## config.mk

```make
export PLATFORM = sky130hd
export DESIGN_NAME = multidrop_poll_collector_unit_flat
export DESIGN_NICKNAME = d
export VERILOG_FILES = /design/src/sv/mpc_pkg.sv /design/src/sv/mpc_req_if.sv /design/src/sv/mpc_rsp_if.sv /design/src/sv/multidrop_poll_collector_unit.sv /design/src/sv/mpc_core.sv /design/src/sv/mpc_out.sv /design/src/flat_wrapper.sv
export SDC_FILE = /design/constraint.sdc
export NUM_CORES = 1
export LEC_CHECK = 0
export CAP_MARGIN = 20
export CORE_ASPECT_RATIO = 0.7
export CORE_UTILIZATION = 42
export CTS_CLUSTER_DIAMETER = 120
export DETAILED_ROUTE_END_ITERATION = 12
export DONT_BUFFER_PORTS = 1
export SLEW_MARGIN = 0
export SYNTH_ARGS = -nofsm -noshare
export SYNTH_HDL_FRONTEND = slang
export SYNTH_SLANG_ARGS = --single-unit
```

## constraint.sdc

```tcl
create_clock -name clock -period 7.81 [get_ports clock]
set_input_delay 0.3905 -clock clock [delete_from_list [all_inputs] [get_ports clock]]
set_output_delay 0.3905 -clock clock [all_outputs]
set_load 0.01 [all_outputs]
```

## src/sv/mpc_pkg.sv

```systemverilog
// ----------------------------------------------------------------------------
// mpc_pkg
// Shared types, constants and helpers of the multidrop poll collector.
// ----------------------------------------------------------------------------
`default_nettype none

package mpc_pkg;

   localparam int MAX_SLAVES     = 16;
   localparam int SLAVE_ID_LIMIT = 16;
   localparam int FRAME_BYTES    = 6;
   localparam int MAX_RESULTS    = 3;

   // Slave count cap: MAX_SLAVES, but never past what a 4-bit slave id can address.
   localparam logic [4:0] SLAVE_CAP =
      5'((MAX_SLAVES < SLAVE_ID_LIMIT) ? MAX_SLAVES : SLAVE_ID_LIMIT);
   localparam logic [7:0]  FRAME_LEN = 8'(FRAME_BYTES);
   localparam logic [16:0] TICK_MAX  = 17'h1FFFF;

   // Event codes on the request channel; code 3 has no meaning
   localparam logic [1:0] FUNC_START = 2'd0;
   localparam logic [1:0] FUNC_TICK  = 2'd1;
   localparam logic [1:0] FUNC_FRAME = 2'd2;

   // Register indexes on the csr port
   localparam logic [2:0] CSR_START_MARKER    = 3'd0;
   localparam logic [2:0] CSR_REQUEST_COMMAND = 3'd1;
   localparam logic [2:0] CSR_DONE_COMMAND    = 3'd2;
   localparam logic [2:0] CSR_FINAL_STATUS    = 3'd3;
   localparam logic [2:0] CSR_CONTINUE_STATUS = 3'd4;
   localparam logic [2:0] CSR_TIMEOUT_TICKS   = 3'd5;
   localparam logic [2:0] CSR_SLAVE_TOTAL     = 3'd6;

   typedef enum logic [1:0] {
      KIND_REQUEST  = 2'd0,
      KIND_DONE     = 2'd1,
      KIND_RECORD   = 2'd2,
      KIND_FINISHED = 2'd3
   } mpc_kind_type;

   typedef struct packed {
      logic [1:0] func;
      logic [7:0] frame_length;
      logic [7:0] frame_start;
      logic [7:0] frame_slave;
      logic [7:0] frame_session;
      logic [7:0] frame_count_low;
      logic [7:0] frame_count_high;
      logic [7:0] frame_status;
   } mpc_item_type;

   typedef struct packed {
      mpc_kind_type result_kind;
      logic [3:0]   slave_id;
      logic [7:0]   command_byte;
      logic [7:0]   session;
      logic [15:0]  counter;
      logic         last;
   } mpc_result_type;

   typedef struct packed {
      mpc_result_type [MAX_RESULTS-1:0] entry;
      logic [1:0]                       count;
   } mpc_bundle_type;

   typedef struct packed {
      logic [7:0]  start_marker;
      logic [7:0]  request_command;
      logic [7:0]  done_command;
      logic [7:0]  final_status_code;
      logic [7:0]  continue_status_code;
      logic [15:0] timeout_ticks;
      logic [4:0]  slave_total;
   } mpc_cfg_type;

   function automatic mpc_result_type make_result(input mpc_kind_type kind,
                                                  input logic [3:0]   sid,
                                                  input logic [7:0]   cmd,
                                                  input logic [7:0]   ses,
                                                  input logic [15:0]  cnt);
      mpc_result_type r;
      r.result_kind  = kind;
      r.slave_id     = sid;
      r.command_byte = cmd;
      r.session      = ses;
      r.counter      = cnt;
      r.last         = 1'b0;
      return r;
   endfunction

endpackage

`default_nettype wire

```

## src/sv/mpc_req_if.sv

```systemverilog
// ----------------------------------------------------------------------------
// mpc_req_if
// Event channel into the poll collector: valid/ready plus the event fields.
// ----------------------------------------------------------------------------
`default_nettype none

interface mpc_req_if;
   logic       valid;
   logic       ready;
   logic [1:0] func;
   logic [7:0] frame_length;
   logic [7:0] frame_start;
   logic [7:0] frame_slave;
   logic [7:0] frame_session;
   logic [7:0] frame_count_low;
   logic [7:0] frame_count_high;
   logic [7:0] frame_status;

   modport source (output valid, output func, output frame_length, output frame_start,
                   output frame_slave, output frame_session, output frame_count_low,
                   output frame_count_high, output frame_status, input ready);
   modport sink   (input valid, input func, input frame_length, input frame_start,
                   input frame_slave, input frame_session, input frame_count_low,
                   input frame_count_high, input frame_status, output ready);
endinterface

`default_nettype wire

```

## src/sv/mpc_rsp_if.sv

```systemverilog
// ----------------------------------------------------------------------------
// mpc_rsp_if
// Result channel out of the poll collector: valid/ready plus result fields.
// ----------------------------------------------------------------------------
`default_nettype none

interface mpc_rsp_if;
   logic        valid;
   logic        ready;
   logic [1:0]  result_kind;
   logic [3:0]  slave_id;
   logic [7:0]  command_byte;
   logic [7:0]  session;
   logic [15:0] counter;
   logic        last;

   modport source (output valid, output result_kind, output slave_id, output command_byte,
                   output session, output counter, output last, input ready);
   modport sink   (input valid, input result_kind, input slave_id, input command_byte,
                   input session, input counter, input last, output ready);
endinterface

`default_nettype wire

```

## src/sv/multidrop_poll_collector_unit.sv

```systemverilog
// ----------------------------------------------------------------------------
// multidrop_poll_collector_unit
// Poll master for a multidrop bus: turns start, tick and frame events into
// request frames, done frames, data records and a collection-finished mark.
//
// req_chan carries one event per item (start, millisecond tick, or a parsed
// received frame). rsp_chan carries results, one per item, with last set on
// the final result an event causes; an event causes zero to three results.
// The csr_ port writes the seven configuration registers; the user must write
// them only while no item is in flight, the block itself does not enforce it.
// The first result of an event passes the input register, the result bundle
// register and the output register before it is valid.
// Throughput: one event per cycle while rsp_chan does not stall, when each
// causes at most one result; an event with more results holds the result
// sequencer until all have left the one-result-per-cycle output port.
// Reset clears the polling state to idle and loads the register defaults.
// A stalled rsp_chan holds its result; the sequencer and input register fill
// and req_chan.ready then drops until results drain.
// ----------------------------------------------------------------------------
`default_nettype none

module multidrop_poll_collector_unit (
   input  wire logic        clock,
   input  wire logic        reset,
   mpc_req_if.sink          req_chan,
   mpc_rsp_if.source        rsp_chan,
   input  wire logic        csr_write_enable,
   input  wire logic [2:0]  csr_index,
   input  wire logic [15:0] csr_write_data
);
   import mpc_pkg::*;

   mpc_cfg_type    cfg_ff;
   logic           a_valid_ff;
   mpc_item_type   a_item_ff;
   mpc_item_type   req_item;
   mpc_bundle_type bundle;
   logic           seq_free;
   logic           advance;
   logic           req_take;

   always_ff @(posedge clock) begin
      if (reset) begin
         cfg_ff.start_marker         <= 8'd170;
         cfg_ff.request_command      <= 8'd1;
         cfg_ff.done_command         <= 8'd2;
         cfg_ff.final_status_code    <= 8'd0;
         cfg_ff.continue_status_code <= 8'd1;
         cfg_ff.timeout_ticks        <= 16'd100;
         cfg_ff.slave_total          <= 5'd16;
      end else if (csr_write_enable) begin
         unique case (csr_index)
            CSR_START_MARKER:    cfg_ff.start_marker         <= csr_write_data[7:0];
            CSR_REQUEST_COMMAND: cfg_ff.request_command      <= csr_write_data[7:0];
            CSR_DONE_COMMAND:    cfg_ff.done_command         <= csr_write_data[7:0];
            CSR_FINAL_STATUS:    cfg_ff.final_status_code    <= csr_write_data[7:0];
            CSR_CONTINUE_STATUS: cfg_ff.continue_status_code <= csr_write_data[7:0];
            CSR_TIMEOUT_TICKS:   cfg_ff.timeout_ticks        <= csr_write_data;
            CSR_SLAVE_TOTAL:     cfg_ff.slave_total          <= csr_write_data[4:0];
            default: begin
            end
         endcase
      end
   end

   assign req_item.func             = req_chan.func;
   assign req_item.frame_length     = req_chan.frame_length;
   assign req_item.frame_start      = req_chan.frame_start;
   assign req_item.frame_slave      = req_chan.frame_slave;
   assign req_item.frame_session    = req_chan.frame_session;
   assign req_item.frame_count_low  = req_chan.frame_count_low;
   assign req_item.frame_count_high = req_chan.frame_count_high;
   assign req_item.frame_status     = req_chan.frame_status;

   // the input register steps once the sequencer can take its bundle
   assign advance        = a_valid_ff && seq_free;
   assign req_chan.ready = !a_valid_ff || advance;
   assign req_take       = req_chan.valid && req_chan.ready;

   always_ff @(posedge clock) begin
      if (reset) begin
         a_valid_ff <= 1'b0;
      end else if (req_take) begin
         a_valid_ff <= 1'b1;
      end else if (advance) begin
         a_valid_ff <= 1'b0;
      end
   end

   always_ff @(posedge clock) begin
      if (req_take) begin
         a_item_ff <= req_item;
      end
   end

   mpc_core u_core (
      .clock  (clock),
      .reset  (reset),
      .step   (advance),
      .item   (a_item_ff),
      .cfg    (cfg_ff),
      .bundle (bundle)
   );

   mpc_out u_out (
      .clock    (clock),
      .reset    (reset),
      .load     (advance && (bundle.count != 2'd0)),
      .bundle   (bundle),
      .free     (seq_free),
      .rsp_chan (rsp_chan)
   );

endmodule

`default_nettype wire

```

## src/sv/mpc_core.sv

```systemverilog
// ----------------------------------------------------------------------------
// mpc_core
// Polling state and the single-pass event step: updates the state and builds
// the bundle of up to three results for one event.
// ----------------------------------------------------------------------------
`default_nettype none

module mpc_core (
   input  wire logic                   clock,
   input  wire logic                   reset,
   input  wire logic                   step,
   input  wire mpc_pkg::mpc_item_type  item,
   input  wire mpc_pkg::mpc_cfg_type   cfg,
   output mpc_pkg::mpc_bundle_type     bundle
);
   import mpc_pkg::*;

   logic        active_ff,    active_in;
   logic        listening_ff, listening_in;
   logic        got_data_ff,  got_data_in;
   logic [3:0]  slave_index_ff, slave_index_in;
   logic [16:0] tick_count_ff,  tick_count_in;

   logic [4:0]  eff_total;
   logic [4:0]  idx_inc;
   logic [16:0] tick_inc;
   logic        frame_match;

   always_comb begin
      if (cfg.slave_total == 5'd0) begin
         eff_total = 5'd1;
      end else if (cfg.slave_total > SLAVE_CAP) begin
         eff_total = SLAVE_CAP;
      end else begin
         eff_total = cfg.slave_total;
      end
   end

   assign idx_inc  = {1'b0, slave_index_ff} + 5'd1;
   assign tick_inc = (tick_count_ff != TICK_MAX) ? tick_count_ff + 17'd1 : tick_count_ff;
   assign frame_match = active_ff && listening_ff && (item.frame_length == FRAME_LEN) &&
                        (item.frame_start == cfg.start_marker) &&
                        (item.frame_slave == {4'd0, slave_index_ff});

   always_comb begin
      logic       end_slave;
      logic       end_got;
      logic [1:0] n;
      active_in      = active_ff;
      listening_in   = listening_ff;
      got_data_in    = got_data_ff;
      slave_index_in = slave_index_ff;
      tick_count_in  = tick_count_ff;
      bundle         = '0;
      end_slave      = 1'b0;
      end_got        = got_data_ff;
      n              = 2'd0;

      unique case (item.func)
         FUNC_START: begin
            active_in      = 1'b1;
            listening_in   = 1'b1;
            got_data_in    = 1'b0;
            slave_index_in = 4'd0;
            tick_count_in  = 17'd0;
            bundle.entry[0] = make_result(KIND_REQUEST, 4'd0, cfg.request_command,
                                          8'd0, 16'd0);
            n = 2'd1;
         end
         FUNC_TICK: begin
            if (active_ff) begin
               tick_count_in = tick_inc;
               end_slave     = (tick_inc > {1'b0, cfg.timeout_ticks});
            end
         end
         FUNC_FRAME: begin
            if (frame_match) begin
               got_data_in = 1'b1;
               bundle.entry[0] = make_result(KIND_RECORD, slave_index_ff, 8'd0,
                                             item.frame_session,
                                             {item.frame_count_high, item.frame_count_low});
               n = 2'd1;
               // final wins over continue when both codes are equal
               if (item.frame_status == cfg.final_status_code) begin
                  end_slave = 1'b1;
                  end_got   = 1'b1;
               end else if (item.frame_status != cfg.continue_status_code) begin
                  listening_in = 1'b0;
               end
            end
         end
         default: begin
         end
      endcase

      if (end_slave) begin
         if (end_got) begin
            bundle.entry[n] = make_result(KIND_DONE, slave_index_ff, cfg.done_command,
                                          8'd0, 16'd0);
            n = n + 2'd1;
         end
         if (idx_inc >= eff_total) begin
            active_in     = 1'b0;
            listening_in  = 1'b0;
            got_data_in   = 1'b0;
            tick_count_in = 17'd0;
            bundle.entry[n] = make_result(KIND_FINISHED, 4'd0, 8'd0, 8'd0, 16'd0);
         end else begin
            slave_index_in = idx_inc[3:0];
            tick_count_in  = 17'd0;
            got_data_in    = 1'b0;
            listening_in   = 1'b1;
            bundle.entry[n] = make_result(KIND_REQUEST, idx_inc[3:0], cfg.request_command,
                                          8'd0, 16'd0);
         end
         n = n + 2'd1;
      end

      if (n != 2'd0) begin
         bundle.entry[n - 2'd1].last = 1'b1;
      end
      bundle.count = n;
   end

   always_ff @(posedge clock) begin
      if (reset) begin
         active_ff      <= 1'b0;
         listening_ff   <= 1'b0;
         got_data_ff    <= 1'b0;
         slave_index_ff <= 4'd0;
         tick_count_ff  <= 17'd0;
      end else if (step) begin
         active_ff      <= active_in;
         listening_ff   <= listening_in;
         got_data_ff    <= got_data_in;
         slave_index_ff <= slave_index_in;
         tick_count_ff  <= tick_count_in;
      end
   end

   a_listen_needs_active: assert property (@(posedge clock) disable iff (reset)
      listening_ff |-> active_ff) else $error("listening while idle");
   a_idle_no_data: assert property (@(posedge clock) disable iff (reset)
      !active_ff |-> (!got_data_ff && tick_count_ff == 17'd0))
      else $error("idle with leftover slave state");
   a_idle_tick_silent: assert property (@(posedge clock) disable iff (reset)
      (step && !active_ff && item.func == FUNC_TICK) |-> bundle.count == 2'd0)
      else $error("tick while idle produced results");

endmodule

`default_nettype wire

```

## src/sv/mpc_out.sv

```systemverilog
// ----------------------------------------------------------------------------
// mpc_out
// Result sequencer: holds one event's bundle and hands its results one per
// cycle, while rsp_chan is not stalled, to the registered result channel.
// ----------------------------------------------------------------------------
`default_nettype none

module mpc_out (
   input  wire logic                    clock,
   input  wire logic                    reset,
   input  wire logic                    load,
   input  wire mpc_pkg::mpc_bundle_type bundle,
   output logic                         free,
   mpc_rsp_if.source                    rsp_chan
);
   import mpc_pkg::*;

   logic           b_valid_ff;
   mpc_bundle_type b_data_ff;
   logic [1:0]     b_idx_ff;
   logic           rsp_valid_ff;
   mpc_result_type rsp_data_ff;

   logic           out_open;
   logic           drain;
   logic           finishing;

   assign out_open  = !rsp_valid_ff || rsp_chan.ready;
   assign drain     = b_valid_ff && out_open;
   assign finishing = drain && (b_idx_ff == b_data_ff.count - 2'd1);
   assign free      = !b_valid_ff || finishing;

   always_ff @(posedge clock) begin
      if (reset) begin
         b_valid_ff <= 1'b0;
         b_idx_ff   <= 2'd0;
      end else if (load) begin
         b_valid_ff <= 1'b1;
         b_idx_ff   <= 2'd0;
      end else if (finishing) begin
         b_valid_ff <= 1'b0;
      end else if (drain) begin
         b_idx_ff <= b_idx_ff + 2'd1;
      end
   end

   always_ff @(posedge clock) begin
      if (load) begin
         b_data_ff <= bundle;
      end
   end

   always_ff @(posedge clock) begin
      if (reset) begin
         rsp_valid_ff <= 1'b0;
      end else if (drain) begin
         rsp_valid_ff <= 1'b1;
      end else if (rsp_chan.ready) begin
         rsp_valid_ff <= 1'b0;
      end
   end

   always_ff @(posedge clock) begin
      if (drain) begin
         rsp_data_ff <= b_data_ff.entry[b_idx_ff];
      end
   end

   assign rsp_chan.valid        = rsp_valid_ff;
   assign rsp_chan.result_kind  = rsp_data_ff.result_kind;
   assign rsp_chan.slave_id     = rsp_data_ff.slave_id;
   assign rsp_chan.command_byte = rsp_data_ff.command_byte;
   assign rsp_chan.session      = rsp_data_ff.session;
   assign rsp_chan.counter      = rsp_data_ff.counter;
   assign rsp_chan.last         = rsp_data_ff.last;

   a_bundle_nonempty: assert property (@(posedge clock) disable iff (reset)
      b_valid_ff |-> (b_data_ff.count != 2'd0 && b_idx_ff < b_data_ff.count))
      else $error("bundle index out of range");
   a_load_when_free: assert property (@(posedge clock) disable iff (reset)
      load |-> free) else $error("bundle overwritten before drained");
   a_last_on_final: assert property (@(posedge clock) disable iff (reset)
      finishing |=> rsp_data_ff.last) else $error("final result of item lacks last");

endmodule

`default_nettype wire

```

## src/flat_wrapper.sv

```systemverilog
// flat-port wrapper written by rule: the top's interface ports become plain ports
module multidrop_poll_collector_unit_flat import mpc_pkg::*;
  (clock, reset, csr_write_enable, csr_index, csr_write_data, req_chan_valid, req_chan_func, req_chan_frame_length, req_chan_frame_start, req_chan_frame_slave, req_chan_frame_session, req_chan_frame_count_low, req_chan_frame_count_high, req_chan_frame_status, req_chan_ready, rsp_chan_valid, rsp_chan_result_kind, rsp_chan_slave_id, rsp_chan_command_byte, rsp_chan_session, rsp_chan_counter, rsp_chan_last, rsp_chan_ready);
  mpc_req_if req_chan_i ();
  mpc_rsp_if rsp_chan_i ();
  input  wire logic clock;
  input  wire logic reset;
  input  wire logic csr_write_enable;
  input  wire logic [2:0] csr_index;
  input  wire logic [15:0] csr_write_data;
  input wire logic [$bits(req_chan_i.valid)-1:0] req_chan_valid;
  input wire logic [$bits(req_chan_i.func)-1:0] req_chan_func;
  input wire logic [$bits(req_chan_i.frame_length)-1:0] req_chan_frame_length;
  input wire logic [$bits(req_chan_i.frame_start)-1:0] req_chan_frame_start;
  input wire logic [$bits(req_chan_i.frame_slave)-1:0] req_chan_frame_slave;
  input wire logic [$bits(req_chan_i.frame_session)-1:0] req_chan_frame_session;
  input wire logic [$bits(req_chan_i.frame_count_low)-1:0] req_chan_frame_count_low;
  input wire logic [$bits(req_chan_i.frame_count_high)-1:0] req_chan_frame_count_high;
  input wire logic [$bits(req_chan_i.frame_status)-1:0] req_chan_frame_status;
  output wire logic [$bits(req_chan_i.ready)-1:0] req_chan_ready;
  output wire logic [$bits(rsp_chan_i.valid)-1:0] rsp_chan_valid;
  output wire logic [$bits(rsp_chan_i.result_kind)-1:0] rsp_chan_result_kind;
  output wire logic [$bits(rsp_chan_i.slave_id)-1:0] rsp_chan_slave_id;
  output wire logic [$bits(rsp_chan_i.command_byte)-1:0] rsp_chan_command_byte;
  output wire logic [$bits(rsp_chan_i.session)-1:0] rsp_chan_session;
  output wire logic [$bits(rsp_chan_i.counter)-1:0] rsp_chan_counter;
  output wire logic [$bits(rsp_chan_i.last)-1:0] rsp_chan_last;
  input wire logic [$bits(rsp_chan_i.ready)-1:0] rsp_chan_ready;
  assign req_chan_i.valid = req_chan_valid;
  assign req_chan_i.func = req_chan_func;
  assign req_chan_i.frame_length = req_chan_frame_length;
  assign req_chan_i.frame_start = req_chan_frame_start;
  assign req_chan_i.frame_slave = req_chan_frame_slave;
  assign req_chan_i.frame_session = req_chan_frame_session;
  assign req_chan_i.frame_count_low = req_chan_frame_count_low;
  assign req_chan_i.frame_count_high = req_chan_frame_count_high;
  assign req_chan_i.frame_status = req_chan_frame_status;
  assign req_chan_ready = req_chan_i.ready;
  assign rsp_chan_valid = rsp_chan_i.valid;
  assign rsp_chan_result_kind = rsp_chan_i.result_kind;
  assign rsp_chan_slave_id = rsp_chan_i.slave_id;
  assign rsp_chan_command_byte = rsp_chan_i.command_byte;
  assign rsp_chan_session = rsp_chan_i.session;
  assign rsp_chan_counter = rsp_chan_i.counter;
  assign rsp_chan_last = rsp_chan_i.last;
  assign rsp_chan_i.ready = rsp_chan_ready;
  multidrop_poll_collector_unit u_core (.clock(clock), .reset(reset), .req_chan(req_chan_i), .rsp_chan(rsp_chan_i), .csr_write_enable(csr_write_enable), .csr_index(csr_index), .csr_write_data(csr_write_data));
endmodule
```

* Word level (Yosys, flattened, before mapping)
Cells that the tools add are included.
** Word-level totals
- Register bits after elaboration :: 306
- Output and inout port bits :: 41
- Logic and storage cells :: 185
** Cells by class
- Add/subtract/negate cells :: 7
- Order comparisons :: 10
- Eq/ne operators :: 19
- Mux-type cells :: 57
- Bitwise operators :: 4
- Reductions and logical operators :: 39
** Operators by type and width (number)
- $mux 117 :: 5
- $bwmux 117 :: 3
- $demux 39 s2 :: 3
- $mux 39 :: 4
- $and 111x111->111 :: 1
- $not 111->111 :: 1
- $bmux 39 s2 :: 1
- $pmux 39 s2 :: 1
- $mux 17 :: 3
- $pmux 17 s2 :: 1
- $mux 1 :: 24
- $add 17x1->17 const B :: 1
- $gt 17x16->1 :: 1
- $ne 17x17->1 const B :: 1
- $eq 8x8->1 :: 2
- $reduce_and 2->1 :: 8
- $logic_and 1x1->1 :: 12
- $lt 2x3->1 const B :: 4
- $mux 4 :: 3
- $ne 3x3->1 const B :: 4
- $mux 5 :: 2
- $eq 3x3->1 const B :: 3
- $eq 8x3->1 const B :: 1
- $eq 8x4->1 :: 1
- other kinds (26) :: 46

* Longest topological paths before layout
Gate-level depths: netlist of run 1.
- Depth in word-level cells :: 19
- Gate-level depth with buffers :: 17
- Gate-level depth less buffers :: 15

* Cells and area by module
From an unflattened synthesis of run 1, not the netlist that was laid out.
** Second synthesis, totals
- Cells, all modules :: 1137
- Area total of the unflattened synthesis :: 13882.1 sq um
** Modules (own cells, without submodules)
- mpc_out :: instances 1, cells an instance 317, area each 5785.5 sq um
- multidrop_poll_collector_unit :: instances 1, cells an instance 299, area each 4289.1 sq um
- mpc_core :: instances 1, cells an instance 521, area each 3807.4 sq um

* Worst setup path before layout of run 1
Ideal clock, no wire load.
- Path kind :: register to register
- Start :: reg u_core.u_out.b_idx_ff[1]
- End :: reg u_core.a_item_ff[0] in the netlist's numbering, enable pin
- Library setup time :: 493 ps
- Arrival time :: 3969 ps
- Path slack :: 3348 ps
- Cell stages (with the launch flop) :: 7
- Clock period less this slack :: 4462 ps
- Path through :: dfxtp_1 buf_2 xnor2_1 mux2i_1 o21ai_0 inv_1 a21oi_1
** Between the ends
- Cells in the longest elaborated chain, start to end :: 6
** RTL lines
- from (decl) :: line mpc_out.sv:20 : logic [1:0] b_idx_ff;
- from (signal assigned) :: line mpc_out.sv:43 : b_idx_ff <= b_idx_ff + 2'd1;
- $eq 2x2->1 :: line mpc_out.sv:30 : assign finishing = drain && (b_idx_ff == b_data_ff.count - 2'd1);
- $logic_and 1x1->1 :: line mpc_out.sv:30
- $logic_or 1x1->1 :: line mpc_out.sv:31 : assign free = !b_valid_ff || finishing;
- $logic_and 1x1->1 :: line multidrop_poll_collector_unit.sv:76 : assign advance = a_valid_ff && seq_free;
- $logic_or 1x1->1 :: line multidrop_poll_collector_unit.sv:77 : assign req_chan.ready = !a_valid_ff || advance;
- $logic_and 1x1->1 :: line multidrop_poll_collector_unit.sv:78 : assign req_take = req_chan.valid && req_chan.ready;
- net u_core.req_take :: line multidrop_poll_collector_unit.sv:40 : logic req_take;
- to (signal assigned) :: line multidrop_poll_collector_unit.sv:92 : a_item_ff <= req_item;
- to (decl) :: line multidrop_poll_collector_unit.sv:35 : mpc_item_type a_item_ff;
The timed path passes the listed nets, and every way through them passes these cells.
A chain may end at the register's enable or synchronous reset.

* Worst setup path in the final report of run 1
- Start :: reg u_core.u_core.tick_count_ff[10]
- End :: reg u_core.u_out.b_data_ff[24] in the netlist's numbering, enable pin
** Between the ends
- Cells in the longest elaborated chain, start to end :: 8
** RTL lines
- from (decl) :: line mpc_core.sv:22 : logic [16:0] tick_count_ff, tick_count_in;
- from (signal assigned) :: line mpc_core.sv:137 : tick_count_ff <= tick_count_in;
- $add 17x1->17 / $ne 17x17->1 (equally long branches) :: line mpc_core.sv:40 : assign tick_inc = (tick_count_ff != TICK_MAX) ? tick_count_ff + 17'd1 : tick_count_ff;
- $mux 17 * :: line mpc_core.sv:40
- $gt 17x16->1 * :: line mpc_core.sv:73 : end_slave = (tick_inc > {1'b0, cfg.timeout_ticks});
- $mux 1 * :: line mpc_core.sv:71 : if (active_ff) begin
- $pmux 1 s2 * :: line mpc_core.sv:59 : unique case (item.func)
- $mux 2 * :: line mpc_core.sv:96 : if (end_slave) begin
- $reduce_bool 2->1 * :: line multidrop_poll_collector_unit.sv:108 : .load (advance && (bundle.count != 2'd0)),
- $logic_and 1x1->1 * :: line multidrop_poll_collector_unit.sv:108
- net u_core.u_out.load :: line mpc_out.sv:11 : input wire logic load,
- to (signal assigned) :: line mpc_out.sv:49 : b_data_ff <= bundle;
- to (decl) :: line mpc_out.sv:19 : mpc_bundle_type b_data_ff;
Mark *: on every way through the listed nets, which the timed path passes. The rest lies on a longest branch.

==> impl_metrics.csv, run 1 <==
group,metric,value,unit
cells_and_area,nNetsFinal,1126,
sta,worst_slew_pin_slew,1.035,ns
cts,clk_latency,0.53,ns
floorplan,coreArea,25930,um^2
outcome,status,"completed",
cells_and_area,fin_area,13190,um^2
routing,ant_nets,0,
yosys,yosysUniqueCellTypes,66,
global_route,antenna_found_initial,2,
yosys,ys.warnings.count,0,
yosys,synth_top_cell_by_area,"edfxtp_1",
sta,fin_skew,0.01459,ns
routing,first_iter_violations,514,
routing,vias_per_cell,5.170,
power,max-vdd-ir-drop,0.1583,mV
placed_design,gp_congestion,0.8340,
hold_path,min_from,"csr_write_data[12]",
cts,cts.sinks,257,
cells_and_area,area_growth,17.94,%
yosys,synth.top_cell.area_share,44.83,%
floorplan,pin_count,123,
power,power.density,222.8,nW/um^2
setup_path,end_kind,"register",
floorplan,dieArea,27300,um^2
yosys,synth_compound_area_share,11.11,%
routing,wl_per_cell,17.52,um
setup_path,rrSetupSlack,2.92,ns
yosys,async_flop_share,0,%
sta,setup_tns,0,ns
cts,cts_setup_buffers,0,
cts,cts_root_buffer,"clkbuf_16",
sta,finalCriticalPeriod,4.891,ns
yosys,synth_cells,946,
yosys,syn_nets,1057,
yosys,synth_top_family_by_area,"simple AND/OR/NAND/NOR gates",
setup_path,critPathKind,"reg2reg",
setup_path,critPathRequiredTime,7.96,ns
sta,max_freq,204.5,MHz
sta,hold_violations,0,
routing,dr.pass1.iters,5,
floorplan,start_util,43.14,%
setup_path,arrival,5.04,ns
yosys,synthXorXnorAreaFrac,3.523,%
setup_path,crit_path_start_kind,"register",
cells_and_area,num-fill-cells,2231,
global_route,overflow,0,
cts,clk_path_buf_depth,3,
placed_design,io_buffers,0,
routing,wl,24.40,mm
floorplan,std_cell_rows,49,
yosys,mappedNetlistArea,11190,um^2
cts,htree_levels,1,
yosys,synthSimpleGateAreaFrac,15.45,%
routing,post-route-drc-count,0,
setup_path,reg2reg_to,"u_core.u_out.b_data_ff[24]",
floorplan,dieWidth,197.1,um
hold_path,hold_class,"in2reg",
cells_and_area,drive_above_1_share,7.343,%
global_route,grt_pass1_vias,6995,
setup_path,path_max_fanout,72,
placed_design,dp_hpwl,15.79,mm
setup_path,r2r_cells,13,
floorplan,fp.dieH,138.5,um
yosys,synth_ff_type,"edfxtp_1",
sta,rsz0062_at_grt,"no",
yosys,yosys-top-cells-area,"edfxtp_1 (45%), dfxtp_1 (16%), nand2_1 (4.6%), ha_1 (3.2%), and2_1 (3.0%)",
global_route,grt_use_total,18.14,%
yosys,ys_seq_area_share,60.93,%
yosys,ys_seq_elements,257,
yosys,synthAdderAreaFrac,3.243,%
yosys,synth_mux_area_share,3.065,%
routing,vias,7202,
yosys,syn_area_per_cell,11.83,um^2
hold_path,hold_end,"u_core.cfg_ff[17]",
yosys,synth-edff-count,167,
cts,cts_buffers,26,
global_route,grt_first_pass_wirelength,39.01,mm
hold_path,hold-path-cell-count,2,
power,p_leak,4.692,nW
flow_run,max_cap_viol_count,0,
setup_path,r2r_start,"u_core.u_core.tick_count_ff[10]",
sta,setup_viol,0,
global_route,grt_max_degree,73,
sta,maxSlewHeadroom,30.51,%
cts,clk_pin_slew_worst_paths,0.06,ns
placed_design,placed_area,11520,um^2
cts,cts_tree,"done",
sta,maxSlewViolCount,0,
sta,fin_crit_sh,62.62,%
[worst max path at each step]
stage / start / end / slack [ns] / cells past startpoint
floorplan: u_core.u_out.b_idx_ff[1] / u_core.a_item_ff[0] / 3.35 / 6
global placement: u_core.u_core.tick_count_ff[10] / u_core.u_out.b_data_ff[20] / 3.07 / 13
detailed placement: u_core.u_core.tick_count_ff[10] / u_core.u_out.b_data_ff[20] / 2.96 / 13
CTS: u_core.u_core.tick_count_ff[10] / u_core.u_out.b_data_ff[107] / 2.94 / 13
global route: u_core.u_core.tick_count_ff[10] / u_core.u_out.b_data_ff[24] / 2.57 / 13
finish: u_core.u_core.tick_count_ff[10] / u_core.u_out.b_data_ff[24] / 2.92 / 13
[through the flow]
step / setup slack, ns / cells / util (%) / total power, mW / hold slack [ns]
finish: 2.919 / 1393 / 50.88 / 2.939 / 0.01617
floorplan: 3.348 / 946 / - / 1.592 / 0.4363
global route: 2.567 / 1393 / 50.88 / 3.038 / 0.008288
detailed placement: 2.964 / 1271 / 44.44 / 1.612 / 0.4416
CTS: 2.935 / 1391 / 50.79 / 2.972 / 0.0006413
global placement: 3.074 / 1271 / 44.44 / 1.610 / 0.4389
[worst max-delay path: stages, from the launching register on]
cell,delay (ns)
dfxtp_1,0.45
nand4_1,0.28
or4_1,0.63
o211ai_2,0.25
nor2_1,0.12
and3_1,0.21
xor2_1,0.15
ha_1,0.29
nand3_1,0.13
nor3_1,0.08
a2111o_1,0.44
o21ai_2,0.24
a21bo_4,0.36
o311a_4,0.84
[Yosys cell counts, types with 2 or more instances]
cell       instances
o211ai_1           4
nor4_4             4
xnor2_1           30
nor3_2             4
xor2_1            15
dfxtp_1           90
nor2_1            36
a31oi_1            3
buf_2              6
nor4_1             4
buf_4              4
edfxtp_1         167
mux2_2             2
mux2i_1           32
nand2_1          138
nand4_1           12
a21boi_1           2
a2111oi_0          2
a221oi_1           2
a32o_1             2
nand2b_1           6
nor2b_1           12
buf_1              3
a22o_1            34
and2_1            53
clkbuf_1          24
o21ai_0           20
nand3_1           19
inv_1             34
and3_1            21
nor4b_2            3
a21o_1            12
o311ai_0           4
o31ai_1            9
or3_1              3
o21ai_2            2
a21oi_1           60
nor3_1            12
ha_1              29
[layout by cell type, fill, tap and decap left out, types with 5 or more instances in the layout]
cell           count
a21o_1            12
a21oi_1           59
a22o_1            34
and2_1            53
and3_1            21
buf_4              6
bufinv_16          5
clkbuf_16         27
dfxtp_1           90
dlygate4sd3_1     71
edfxtp_1         167
ha_1              29
inv_1             34
mux2i_1           32
nand2_1          138
nand2b_1           6
nand3_1           19
nand4_1           12
nor2_1            36
nor2b_1           11
nor3_1            12
o21ai_0           20
o31ai_1            9
xnor2_1           30
xor2_1            15
[routing by layer]
metal | track usage (%) | vias up | part of all wire, %
met5 | 0 | - | 0
met4 | 4.162 | 0 | 1.8
met3 | 3.161 | 33 | 5.1
met2 | 26.78 | 174 | 43
li1 | - | 3572 | -
met1 | 27.64 | 3423 | 50
[cells by family (layout without fill, tap and decap cells)]
family / after synthesis / after routing
and+or+nand+nor: 333 / 333
AOI/OAI and AO/OA: 176 / 176
buffers and inverters: 72 / 161
adders and majority gates: 29 / 29
xor gates and xnor gates: 45 / 45
other: 0 / 1
muxes: 34 / 34
DFF: 257 / 257
[registers in the layout, indices dropped and copies added (netlist names)]
signal and cells:
u_core.a_item_ff 58, u_core.u_out.rsp_chan.command_byte 8, u_core.u_out.rsp_chan.counter 16, u_core.u_core.tick_count_ff 17, u_core.a_valid_ff 1, u_core.u_out.rsp_chan.slave_id 4
u_core.u_out.rsp_chan.result_kind 2, u_core.u_core.slave_index_ff 4, u_core.u_out.b_data_ff 70, u_core.cfg_ff 61, u_core.u_out.rsp_chan.last 1, u_core.u_out.rsp_chan.valid 1
u_core.u_core.got_data_ff 1, u_core.u_core.listening_ff 1, u_core.u_out.b_idx_ff 2, u_core.u_core.active_ff 1, u_core.u_out.b_valid_ff 1, u_core.u_out.rsp_chan.session 8
[power breakdown]
part	leakage [nW]	switching (mW)	total, mW	internal, mW
logic	2.00	0.0708	0.125	0.0545
registers	2.25	0.0177	1.50	1.48
clock network	0.439	0.519	1.32	0.797
[what timing repair did]
action,CTS,global route
hold endpoints to repair,131,0
hold buffers,72,0
resized for setup,0,0
[layout make-up]
class / instances / area [um^2] / share of cell area [%]
flip-flops and latches: 257 / 6817 / 51.66
well taps: 357 / 446.7 / 3.385
diodes: 1 / 2.502 / 0.01897
clock inverters: 17 / 217.7 / 1.650
clock buffers: 31 / 690.7 / 5.235
repair buffers: 79 / 803.3 / 6.088
inverters: 34 / 127.6 / 0.9673
multi-input cells: 617 / 4089 / 30.99
(Power assumes the default switching activity.)
==> run 2: changes to the inputs <==
--- a/config.mk
+++ b/config.mk
@@ -5,6 +5,7 @@
 export SDC_FILE = /design/constraint.sdc
 export NUM_CORES = 1
 export LEC_CHECK = 0
+export ABC_AREA = 1
 export CAP_MARGIN = 20
 export CORE_ASPECT_RATIO = 0.7
 export CORE_UTILIZATION = 42
==> constraint.sdc (replaced) <==
create_clock -name clock -period 5.01 [get_ports clock]
set_input_delay 0.2505 -clock clock [delete_from_list [all_inputs] [get_ports clock]]
set_output_delay 0.2505 -clock clock [all_outputs]
set_load 0.01 [all_outputs]
==> impl_metrics.csv, run 2 <==
group,metric,value,unit
outcome,status,"completed",
cts,cts_root_buffer,"clkbuf_16",
setup_path,crit_path_start_kind,"register",
sta,setup_tns,0,ns
placed_design,io_buffers,0,
floorplan,dieWidth,200.8,um
cells_and_area,largest-register,"u_core.u_out.b_data_ff",
floorplan,coreArea,26960,um^2
floorplan,fp.dieH,141.2,um
setup_path,crit_buf_inv,4,
cts,clk_latency,0.54,ns
yosys,yosysUniqueCellTypes,48,
yosys,synthTopCellsByCount,"nor2_1 (195), nand2_1 (178), edfxtp_1 (167)",
yosys,mappedNetlistArea,11620,um^2
sta,fin_skew,0.008365,ns
cells_and_area,drive_above_1_share,7.786,%
placed_design,dp_hpwl,18.38,mm
cells_and_area,nNetsFinal,1401,
yosys,async_flop_share,0,%
yosys,ys.warnings.count,0,
floorplan,pin_count,123,
floorplan,dieArea,28350,um^2
sta,fin_crit_sh,89.62,%
cts,cts.sinks,257,
yosys,synth.top_cell.area_share,43.14,%
global_route,overflow,0,
power,max-vdd-ir-drop,0.2648,mV
power,combPwrFrac,6.5,%
yosys,yosysMostFrequentCell,"nor2_1",
cells_and_area,fin_util,50.54,%
setup_path,critPathRequiredTime,5.22,ns
floorplan,start_util,43.11,%
cts,cts_tree,"done",
power,p_leak,5.391,nW
setup_path,slowest_stage,"dfxtp_1",
sta,timing.hold.ws,0.05579,ns
setup_path,path_max_fanout,54,
sta,rsz0062_at_grt,"no",
power,p_clk_share,42.9,%
yosys,yosys-top-cells-area,"edfxtp_1 (43%), dfxtp_1 (16%), nor2_1 (6.3%), nand2_1 (5.7%), inv_1 (4.9%)",
placed_design,dpl_worst_slack,0.5317,ns
sta,worst_slew_pin_slew,0.8598,ns
sta,maxSlewViolCount,0,
power,pwr-share-seq,50.6,%
yosys,synth_top_cell_by_area,"edfxtp_1",
yosys,ys_seq_elements,257,
setup_path,critPathMostFrequentCell,"nand3_1",
setup_path,arrival,4.70,ns
power,p_sw,1.036,mW
sta,hold_violations,0,
routing,vias_per_cell,5.003,
sta,setup_viol,0,
power,power,4.662,mW
cts,htree_levels,1,
setup_path,end_kind,"register",
global_route,grt_use_total,19.42,%
placed_design,gp_congestion,0.8878,
yosys,synth_cells,1214,
hold_path,hold_class,"in2reg",
cells_and_area,final_common_cell,"nor2_1",
setup_path,slowest_delay,0.35,ns
global_route,antenna_found_initial,1,
routing,wl_per_cell,16.26,um
cells_and_area,final_cell_mix,"nor2_1 (195), nand2_1 (178), edfxtp_1 (167), inv_1 (149), dfxtp_1 (89)",
cells_and_area,fin_area,13630,um^2
cells_and_area,final_cell_count_no_fill,1675,
sta,max_freq,222.7,MHz
routing,ant_nets,0,
sta,finalCriticalPeriod,4.490,ns
sta,worst_slack,0.5198,ns
sta,maxSlewHeadroom,42.68,%
global_route,grt_first_pass_wirelength,43.58,mm
routing,post-route-drc-count,0,
cells_and_area,top_regs,"u_core.u_out.b_data_ff x70, u_core.cfg_ff x61, u_core.a_item_ff x58",
cells_and_area,largest_reg_flops,70,
setup_path,cp_top_family,"simple AND/OR/NAND/NOR gates",
global_route,grt_max_degree,80,
routing,vias,8380,
placed_design,placed_area,11970,um^2
cells_and_area,num-fill-cells,2472,
placed_design,dp_cells,1548,
routing,wl,27.24,mm
power,swShare,22.21,%
routing,dr.pass1.iters,8,
cells_and_area,area_growth,17.23,%
routing,first_iter_violations,576,
yosys,synth-edff-count,167,
cts,clk_path_buf_depth,3,
cts,cts_buffers,27,
yosys,syn_area_per_cell,9.575,um^2
cts,cts_setup_buffers,0,
flow_run,max_cap_viol_count,0,
yosys,ys_seq_area_share,58.64,%
yosys,syn_nets,1325,
floorplan,std_cell_rows,50,
cts,clk_pin_slew_worst_paths,0.06,ns
setup_path,critPathKind,"reg2reg",
yosys,synth_ff_type,"edfxtp_1",
global_route,grt_pass1_vias,8048,
power,intPower,3.627,mW
power,power.density,342.1,nW/um^2
-- run 2: cell types whose count changed in the layout (fill, tap and decap cells not counted), moves of 13 or more --
cell and change:
nand2_1 +40, inv_1 +115, o22ai_1 +18, a22o_1 -34, nand3_1 +34, o21ai_0 +54
mux2i_1 -32, nor2_2 +13, and3_1 -21, xnor2_1 -13, and2_1 -53, nor2_1 +159
-- run 2: timing repair --
| item | 4_1_cts | 5_1_grt |
|---|---|---|
| endpoints found under the setup margin | 0 | 2 |
| endpoints found under the hold margin | 128 | 0 |
| gates resized for setup | 0 | 1 |
| hold buffers | 77 | 0 |
-- run 2: area by class of cell --
cell class	count	area, um^2	share of cell area [%]
Sequential cell	257	6818	50.03
Clock inverter	11	126.4	0.9274
Inverter	156	585.6	4.297
Multi-Input combinational cell	761	4021	29.51
Tap cell	364	455.4	3.342
Timing Repair Buffer	87	870.8	6.391
Clock buffer	38	747.0	5.482
Antenna cell	1	2.502	0.01836
-- run 2: layer usage --
layer / routed length [um] / track usage [%] / part of all wire, %
met4: 503 / 4.219 / 1.8
met2: 11360 / 28.86 / 42
met5: 0 / 0 / 0
met1: 13800 / 29.26 / 51
met3: 1582 / 3.606 / 5.8
-- run 2: worst paths after layout --
kind                                                startpoint                    endpoint  slack [ns]  cells after the start
worst max-delay path            u_core.u_core.tick_count_ff[0]  u_core.u_out.b_data_ff[13]        0.52                     25
worst min-delay path                              csr_index[1]           u_core.cfg_ff[45]        0.06                      5
worst max register to register  u_core.u_core.tick_count_ff[0]  u_core.u_out.b_data_ff[13]        0.52                     25
worst min register to register                u_core.cfg_ff[6]            u_core.cfg_ff[6]        0.46                      2
-- run 2: worst register-to-register path, delay by kind of cell (launching register included) --
| family | cells | cell delay [ns] |
|---|---|---|
| AND/OR/NAND/NOR | 17 | 2.27 |
| adder cells (fa/ha/maj) | 2 | 0.56 |
| buffers and inverters | 4 | 0.54 |
| flip-flops | 1 | 0.35 |
| AO/OA/AOI/OAI | 1 | 0.24 |
| XOR/XNOR | 1 | 0.16 |
-- run 2: power by group through the flow --
stage               clock network (mW)  logic [mW]  registers, mW
global placement                     0       0.239           2.40
floorplan                            0       0.188           2.39
global route                      2.12       0.343           2.36
finish                            2.00       0.305           2.36
CTS                               2.05       0.303           2.36
detailed placement                   0       0.243           2.40
-- run 2: cells by family after synthesis --
family / after synthesis / synth area share, %
AND/OR/NAND/NOR: 503 / 19.24
flip-flops: 257 / 58.64
AO/OA/AOI/OAI: 201 / 10.08
buffers and inverters: 196 / 6.814
adder cells (fa/ha/maj): 29 / 3.122
XOR/XNOR: 28 / 2.110
==> run 3: changes to the inputs <==
--- a/config.mk
+++ b/config.mk
@@ -7,11 +7,14 @@
 export LEC_CHECK = 0
 export ABC_AREA = 1
 export CAP_MARGIN = 20
+export CELL_PAD_IN_SITES_DETAIL_PLACEMENT = 1
+export CELL_PAD_IN_SITES_GLOBAL_PLACEMENT = 1
 export CORE_ASPECT_RATIO = 0.7
 export CORE_UTILIZATION = 42
 export CTS_CLUSTER_DIAMETER = 120
 export DETAILED_ROUTE_END_ITERATION = 12
 export DONT_BUFFER_PORTS = 1
+export PLACE_DENSITY_LB_ADDON = 0.1
 export SLEW_MARGIN = 0
 export SYNTH_ARGS = -nofsm -noshare
 export SYNTH_HDL_FRONTEND = slang
==> impl_metrics.csv, run 3 (synthesized netlist as in run 2, its figures left out) <==
group,metric,value,unit
outcome,status,"completed",
floorplan,pin_count,123,
floorplan,dieArea,28350,um^2
power,power.density,346.3,nW/um^2
cts,htree_levels,1,
sta,rsz0062_at_grt,"no",
setup_path,path_max_fanout,22,
cts,clk_pin_slew_worst_paths,0.06,ns
power,p_sw,1.096,mW
cells_and_area,largest_reg_flops,70,
floorplan,dieWidth,200.8,um
routing,first_iter_violations,564,
global_route,grt_max_degree,83,
sta,maxSlewViolCount,0,
power,swShare,23.11,%
flow_run,max_cap_viol_count,0,
cells_and_area,largest-register,"u_core.u_out.b_data_ff",
cells_and_area,nNetsFinal,1406,
routing,ant_nets,0,
routing,vias_per_cell,5.117,
routing,wl_per_cell,18.04,um
sta,fin_skew,0.01991,ns
placed_design,gp_congestion,0.8926,
hold_path,hold_class,"in2reg",
cts,cts_tree,"done",
cells_and_area,drive_above_1_share,8.580,%
global_route,antenna_found_initial,3,
power,pwr-share-seq,49.7,%
setup_path,arrival,4.73,ns
placed_design,io_buffers,0,
placed_design,dpl_worst_slack,0.4357,ns
placed_design,placed_area,11990,um^2
cells_and_area,fin_area,13700,um^2
power,p_leak,5.408,nW
global_route,grt_use_total,21.83,%
setup_path,critPathRequiredTime,5.23,ns
sta,worst_slew_pin_slew,0.8096,ns
cells_and_area,final_cell_mix,"nor2_1 (195), nand2_1 (178), edfxtp_1 (167), inv_1 (149), dfxtp_1 (89)",
setup_path,crit_path_start_kind,"register",
power,p_clk_share,43.6,%
cts,clk_path_buf_depth,3,
power,intPower,3.648,mW
cts,cts_root_buffer,"clkbuf_16",
routing,dr.pass1.iters,5,
sta,worst_slack,0.5056,ns
power,combPwrFrac,6.6,%
cells_and_area,final_common_cell,"nor2_1",
sta,finalCriticalPeriod,4.504,ns
setup_path,rrSetupSlack,0.51,ns
global_route,overflow,0,
cts,clk_latency,0.56,ns
cts,cts.sinks,257,
floorplan,std_cell_rows,50,
floorplan,fp.dieH,141.2,um
routing,vias,8612,
routing,wl,30.36,mm
global_route,grt_first_pass_wirelength,48.40,mm
cells_and_area,fin_util,50.82,%
placed_design,dp_hpwl,20.88,mm
sta,setup_tns,0,ns
floorplan,coreArea,26960,um^2
sta,maxSlewHeadroom,46.03,%
sta,hold_violations,0,
cells_and_area,top_regs,"u_core.u_out.b_data_ff x70, u_core.cfg_ff x61, u_core.a_item_ff x58",
setup_path,critPathKind,"reg2reg",
routing,post-route-drc-count,0,
setup_path,end_kind,"register",
global_route,grt_pass1_vias,8760,
sta,setup_viol,0,
floorplan,start_util,43.11,%
sta,fin_crit_sh,89.91,%
cells_and_area,area_growth,17.88,%
cts,cts_buffers,28,
sta,max_freq,222.0,MHz
power,max-vdd-ir-drop,0.2584,mV
sta,timing.hold.ws,0.03226,ns
[run 3: per-stage QoR]
step / instances / power (mW)
floorplan: 1214 / 2.581
global placement: 1552 / 2.653
detailed placement: 1552 / 2.660
CTS: 1681 / 4.789
global route: 1681 / 4.911
finish: 1683 / 4.745
[run 3: path summary, 6_finish.rpt]
kind	from	end	cells after the start
worst max register to register	u_core.u_core.tick_count_ff[0]	u_core.u_out.b_data_ff[3]	24
worst min-delay path	csr_index[1]	u_core.cfg_ff[45]	4
worst min register to register	u_core.cfg_ff[31]	u_core.cfg_ff[31]	2
worst max-delay path	u_core.u_core.tick_count_ff[0]	u_core.u_out.b_data_ff[3]	24
[run 3: worst max-delay path: stages, from the launching register on]
cell      delay [ns]
dfxtp_1         0.41
ha_1            0.25
nand3_2         0.11
nor2_2          0.18
nand2_2         0.11
nor2_1          0.25
inv_1           0.24
nand4_1         0.22
nor4_2          0.08
a21oi_1         0.24
ha_1            0.30
nand4_1         0.12
inv_1           0.05
nand2_1         0.06
o211ai_1        0.10
nand2_1         0.09
nand3_1         0.09
nand2_2         0.09
nand2_2         0.06
nand2_4         0.23
nand2_2         0.13
nand3_1         0.10
nand2_1         0.10
inv_2           0.19
buf_4           0.34
[run 3: area by class of cell]
| type | instances | area (um^2) |
|---|---|---|
| tap | 364 | 455.4 |
| sequential | 257 | 6818 |
| antenna | 2 | 5.005 |
| timing repair buffer | 91 | 888.4 |
| fill | 3007 | 13260 |
| multi-input combinational | 761 | 4021 |
| clock buffer | 30 | 729.5 |
| inverter | 156 | 585.6 |
| clock inverter | 22 | 198.9 |
[run 3: power by group through the flow]
stage / logic, mW / registers [mW] / clock network, mW
6_report: 0.315 / 2.36 / 2.07
5_1_grt: 0.351 / 2.37 / 2.19
4_1_cts: 0.315 / 2.36 / 2.11
3_5_place_dp: 0.255 / 2.41 / 0
3_3_place_gp: 0.250 / 2.40 / 0
2_1_floorplan: 0.188 / 2.39 / 0
[run 3: layer usage]
layer  part of all wire, %  up-vias  global-route usage [%]
met4                   1.3        0                   3.736
met5                     0        -                       0
met2                    45      142                   34.25
li1                      -     4228                       -
met1                    50     4212                   32.23
met3                   3.9       30                   3.444
[run 3: timing repair]
item,CTS,global route
setup buffers,0,0
gates resized for setup,0,1
hold endpoints to repair,126,0
endpoints found under the setup margin,0,30
hold buffers,77,0
